<file path="config.mk">
export PLATFORM = sky130hd
export DESIGN_NAME = mvt_regs
export DESIGN_NICKNAME = d
export VERILOG_FILES = /design/src/rtl/mvt_pkg.sv /design/src/rtl/mvt_regs.sv
export SDC_FILE = /design/constraint.sdc
export NUM_CORES = 1
export LEC_CHECK = 0
export ABC_CLOCK_PERIOD_IN_PS = 1800
export BUFFER_PORTS_ARGS = -buffer_cell sky130_fd_sc_hd__clkbuf_2
export CAP_MARGIN = 20
export CORE_AREA = 2 2 256 258
export CTS_BUF_LIST = sky130_fd_sc_hd__clkbuf_8
export CTS_CLUSTER_SIZE = 40
export DETAILED_ROUTE_END_ITERATION = 10
export DIE_AREA = 0 0 258 260
export GPL_TIMING_DRIVEN = 0
export RECOVER_POWER = 50
export SYNTH_ARGS = -nofsm -noshare
export SYNTH_HDL_FRONTEND = slang
export SYNTH_SLANG_ARGS = --single-unit
</file>
<file path="constraint.sdc">
create_clock -name clk_i -period 1.8 [get_ports clk_i]
set_clock_uncertainty 0.05 [all_clocks]
set_input_delay 0.36 -clock clk_i [delete_from_list [all_inputs] [get_ports clk_i]]
set_output_delay 0.36 -clock clk_i [all_outputs]
set_load 0.02 [all_outputs]
</file>
<file path="src/rtl/mvt_pkg.sv">
// Shared types and constants for the 4x4 matrix-vector transform.
package mvt_pkg;

  localparam int DATA_W    = 32;
  localparam int PROD_W    = 2 * DATA_W;
  localparam int SUM_W     = PROD_W + 2;
  localparam int DIM       = 4;
  localparam int NUM_REGS  = 8;
  localparam int REG_W     = 64;
  localparam int REG_IDX_W = $clog2(NUM_REGS);
  localparam int APB_AW    = REG_IDX_W + 3;

  typedef logic signed [DATA_W-1:0] coef_t;
  typedef coef_t [DIM-1:0]          vec_t;
  typedef vec_t  [DIM-1:0]          coef_mat_t;

  typedef struct packed {
    logic prod_en;
    logic res_en;
  } stage_ctl_t;

endpackage

</file>
<file path="src/rtl/mvt_regs.sv">
// APB register file holding the 4x4 coefficient matrix.
module mvt_regs #(
  parameter int FRAC_BITS = 16
) (
  input  logic                            clk_i,
  input  logic                            rst_ni,
  input  logic                            psel,
  input  logic                            penable,
  input  logic                            pwrite,
  input  logic [mvt_pkg::APB_AW-1:0]      paddr,
  input  logic [mvt_pkg::REG_W-1:0]       pwdata,
  output logic [mvt_pkg::REG_W-1:0]       prdata,
  output logic                            pready,
  output mvt_pkg::coef_mat_t              coef_o
);
  import mvt_pkg::*;

  localparam logic [DATA_W-1:0] One = DATA_W'(1) << FRAC_BITS;

  logic [REG_W-1:0]     regs_q [NUM_REGS];
  logic                 wr_en;
  logic [REG_IDX_W-1:0] wr_idx;

  assign pready = 1'b1;
  assign wr_en  = psel && penable && pwrite;
  assign wr_idx = paddr[APB_AW-1:3];
  assign prdata = regs_q[wr_idx];

  for (genvar i = 0; i < NUM_REGS; i++) begin : g_reg
    localparam int Row  = i / 2;
    localparam int Pair = i % 2;
    // identity: ones on the diagonal only
    localparam logic [REG_W-1:0] RstVal = {
      (Row == 2 * Pair)     ? One : {DATA_W{1'b0}},
      (Row == 2 * Pair + 1) ? One : {DATA_W{1'b0}}
    };

    always_ff @(posedge clk_i or negedge rst_ni) begin
      if (!rst_ni) begin
        regs_q[i] <= RstVal;
      end else if (wr_en && (wr_idx == REG_IDX_W'(i))) begin
        regs_q[i] <= pwdata;
      end
    end
  end

  for (genvar r = 0; r < DIM; r++) begin : g_row
    assign coef_o[r][0] = regs_q[2*r][REG_W-1:DATA_W];
    assign coef_o[r][1] = regs_q[2*r][DATA_W-1:0];
    assign coef_o[r][2] = regs_q[2*r+1][REG_W-1:DATA_W];
    assign coef_o[r][3] = regs_q[2*r+1][DATA_W-1:0];
  end

`ifndef SYNTHESIS
  a_write_lands: assert property (@(posedge clk_i) disable iff (!rst_ni)
    wr_en |=> regs_q[$past(wr_idx)] == $past(pwdata))
    else $error("register write not stored");
`endif

endmodule

</file>
Word-level counts from Yosys, hierarchy flattened:

Index checks and enable logic that the tools add are counted.

* order comparisons: 1
* eq/ne operators: 7
* mux-type cells: 3
* bitwise operators: 1
* reductions and logical operators: 11

Operator list (count)
* $bmux 64 s3: 1
* $mux 64: 2
* $eq 3x3->1 const B: 4
* $logic_and 1x1->1: 10
* $eq 3x2->1 const B: 2
* $ge 4x4->1 const B: 1
* $not 3->4: 1
* $eq 3x1->1 const B: 1
* $logic_not 3->1: 1

* bits in registers: 512
* bits of input ports: 75
* output and inout port bits: 577
* logic and storage cells: 31

Longest topological paths before layout:

* depth after elaboration: 4
* gate-level depth with buffers: 7
* depth with buffers taken out: 3

Least setup slack after synthesis:

Ideal clock, no wire load.

* path kind: input -> output
* start point: input port paddr[4] (netlist name)
* end point: output port prdata[19] (netlist name)
* data arrival time: 1.761 ns
* data required time: 1.390 ns
* setup slack: -0.371 ns
* stages: 7
* path buffers: 4
* path through: buf_6 buf_2 buf_2 nand3_2 buf_2 nor2_1 a211oi_1

* longest elaborated chain between the ends: 4

RTL lines
* from (decl): RTL line mvt_regs.sv:10 `input logic [mvt_pkg::APB_AW-1:0] paddr,`
* $not 3->4 (not written as such): RTL line mvt_regs.sv:27 `assign prdata = regs_q[wr_idx];`
* $bmux 64 s3: RTL line mvt_regs.sv:27
* $mux 64 (not written as such) (2 in series): RTL line mvt_regs.sv:27
* to (decl): RTL line mvt_regs.sv:12 `output logic [mvt_pkg::REG_W-1:0] prdata,`

Every way passes these cells. The select of a mux whose other input is x is not followed.

Worst setup path after layout:

* start point: register regs_q, in the netlist coef_o[19]
* end point: output port prdata[51] (netlist name)

* longest elaborated chain between the ends: 3

RTL lines
* from (decl): RTL line mvt_regs.sv:20 `logic [REG_W-1:0] regs_q [NUM_REGS];`
* from (signal, indexed assignment): RTL line mvt_regs.sv:40 `regs_q[i] <= RstVal;`
* from (signal, indexed assignment): RTL line mvt_regs.sv:42 `regs_q[i] <= pwdata;`
* $bmux 64 s3: RTL line mvt_regs.sv:27
* $mux 64 (not written as such) (2 in series): RTL line mvt_regs.sv:27

Every way passes these cells. The select of a mux whose other input is x is not followed.

==> summary.md <==
| Metric | Value |
|---|---|
| R2R Path End | `coef_o[495]` |
| Sequential area share after synthesis | `55.0%` |
| Register Area | `12,800 µm²` |
| Final Power | `41.9 mW` |
| Post-route DRC | `0` |
| Top cells by area, synth | `dfrtp_1 55%, mux2_2 29%, o22ai_1 2.5%, mux2_1 2.2%, buf_6 1.7%` |
| Initial Utilization | `36.4%` |
| FF-to-FF path depth | `3` |
| Pre-CTS setup slack | `-1.27 ns` |
| Largest net degree at the start of global routing | `115` |
| P per Cell Area | `1190 nW/µm²` |
| Worst Setup Start Kind | `flip-flop` |
| Via count | `18,900` |
| Clock Tree Buf Depth | `3` |
| Synth Flop Type | `dfrtp_1` |
| Commonest cells after routing, fill and taps aside | `557 x mux2_2, 507 x dfrtp_1, 438 x clkbuf_2, 284 x buf_4, 186 x buf_6` |
| Vias in the first global route | `20,200` |
| Max reg flops | `512` |
| F_max | `424 MHz` |
| Delay-heaviest family, CP | `multiplexers` |
| Syn_area_per_cell | `14.9 µm²` |
| Cell Chain, Critical Path | `mux4_2 -> mux2_4 -> buf_8` |
| Total Wirelength | `102,000 µm` |
| Failing checks | `hold timing, setup timing` |
| CTS root buf | `clkbuf_8` |
| CP max stage delay | `0.46 ns` |
| Fin Hold WS | `-0.0571 ns` |
| Core area | `64,100 µm²` |
| Post-route clock period utilization | `131%` |
| Worst flop-to-flop path startpoint | `coef_o[495]` |
| Design area | `35,300 µm²` |
| LEAKAGE | `17.3 nW` |
| Slew HR | `8.86%` |
| Total congestion overflow | `0` |
| Die height | `260 µm` |
| Distinct cells, synth | `36` |
| Fillers | `5,396` |
| Period minus WS final | `2.36 ns` |
| Crit path depth | `3` |
| Post-DP HPWL | `68,500 µm` |
| Area grow syn2layout | `51.3%` |
| Initial DRC Count | `1,132` |
| DRT antenna net count | `0` |
| Hold crit path type | `primary input to asynchronous set/reset pin` |
| Comb pwr share | `37.1%` |
| Max-cap viol count | `0` |
| Net Sw Frac | `35.9%` |
| Yosys top cell by area | `dfrtp_1` |
| Final nets | `2,704` |
| Max-slew violation count | `0` |
| Status | `complete, but fails checks` |
| DRT Pass-1 Iters | `5` |
| Average vias per placed instance | `5.32` |
| Synthesized flop and latch total | `512` |
| Clock share of power | `25.8%` |
| CP required | `1.39 ns` |
| CTS Hold Bufs | `64` |
| Gp weighted congestion | `0.900` |
| Post-synth net total | `1,643` |
| Mapped Cells | `1,568` |
| Clk Latency, worst-skew pair | `0.67 ns` |
| CTS tree | `yes` |
| # rows | `93` |
| Post-synth top area share | `54.5%` |
| Final Setup Violations | `504` |
| Worst slew pin tran | `1.37 ns` |
| DP Area | `28,400 µm²` |
| Crit path buffers/inverters | `1` |
| Multi-input gate area | `11,000 µm²` |
| Final Util | `55.0%` |
| Hold Fails Final Rpt | `27` |
| Worst setup margin | `-0.558 ns` |
| Clock buffers created by TritonCTS | `91` |
| Cell count after placement | `3,075` |
| First-pass GRT wire length | `142,000 µm` |
| WP data arrival | `1.95 ns` |
| Slowest library cell on the worst path | `mux4_2` |
| Critical path type | `flip-flop to output port` |
| Yosys warns | `0` |
| RSZ-0062 raised after global routing | `true` |
| Setup TNS | `-65.46 ns` |
| Netlist Area Pre-Place | `23,300 µm²` |
| CP max FO | `2` |
| Internal power | `26.9 mW` |
| ANT cells | `0` |
| Layout cells sized above 1 | `72.3%` |
| IO Port Bufs | `646` |
| Antenna violations before repair | `1` |
| NetSw | `15.0 mW` |
| Non-filler cells in the finished layout | `3,556` |
| Clock Sink Count | `512` |
| Asr flop ratio synth | `100%` |
| Routed WL per cell | `28.6 µm` |
| Most common cell after layout, fill and taps aside | `mux2_2` |
| Flop pwr share | `37.1%` |
| H-tree depth | `3` |
| Worst reg2reg setup slack | `0.71 ns` |
| Post-synth EDFFs | `0` |
| Total GRT Usage | `29.2%` |
| Ports | `652` |
| VDD IR max | `0.676 mV` |
| CTS clk-pin slew, worst paths | `0.06 ns` |
| Die width | `258 µm` |
| Crit. End Element | `output port` |
| Die footprint | `67,100 µm²` |
power groups by stage:
stage                     clock network [mW]  registers [mW]  logic (mW)
after global placement                     0            15.7        11.5
after CTS                               11.0            15.5        14.1
final                                   10.8            15.6        15.6
after floorplan                            0            18.2        4.19
after global routing                    11.5            15.8        16.3
after detailed placement                   0            15.8        11.7
logic make-up after synthesis:
kind of cell	count (synthesis)	synth area share (%)
muxes	699	34.2
buffers and inverters	112	3.62
other	1	0.0161
AOI/OAI and AO/OA	175	5.33
DFF	512	55.0
and+or+nand+nor	69	1.89
worst max-delay path by stage:
stage | start | to | slack (ns)
after detailed placement | paddr[5] | prdata[63] | -1.27
after global routing | coef_o[407] | prdata[55] | -0.61
after global placement | rst_ni | coef_o[107] | -11.32
after CTS | coef_o[407] | prdata[55] | -0.62
after floorplan | paddr[5] | prdata[15] | -0.08
final | coef_o[19] | prdata[51] | -0.56
Yosys cell counts, types with 2 or more instances:
cell type and number:
nor2_1 39, mux2_1 45, dfstp_2 4, mux4_2 13
buf_6 36, nor2b_1 2, nand2b_1 4, mux2_2 601
buf_4 25, dfrtp_1 508, clkbuf_8 3, nand2_1 7
mux2i_1 40, nor2_8 5, buf_2 23, inv_1 2
buf_1 4, a211oi_1 38, clkbuf_1 18, nand3b_1 2
a221oi_1 20, o22ai_1 94, nor2_4 3, o2bb2ai_1 20
metal layers:
layer / vias up / global-route usage (%) / wire length, µm
met4: 2 / 11.3 / 3720
met1: 9895 / 35.1 / 39900
met2: 761 / 49.6 / 50200
met5: - / 0 / 11
li1: 8020 / - / -
met3: 227 / 8.26 / 7870
timing repair:
item / CTS / global route
cloned: 1 / 1
setup endpoints to repair: 71 / 163
pin swaps: 32 / 44
hold endpoints to repair: 596 / 84
buffers inserted: 181 / 106
resized for setup: 324 / 521
final cells by class:
type	count	share of cell area [%]
multi-input combinational	944	31.2
buffer	110	3.73
inverter	2	0.0319
sequential	512	36.3
clock inverter	50	0.656
clock buffer	115	4.49
tap	855	3.03
timing repair buffer	968	20.5
worst reg2reg max path: cells and delay by family, from the launching register on:
family	cells	cell delay [ns]
DFF	1	0.42
buffers and inverters	2	0.26
muxes	1	0.25
Power figures use the tool's default switching activity.
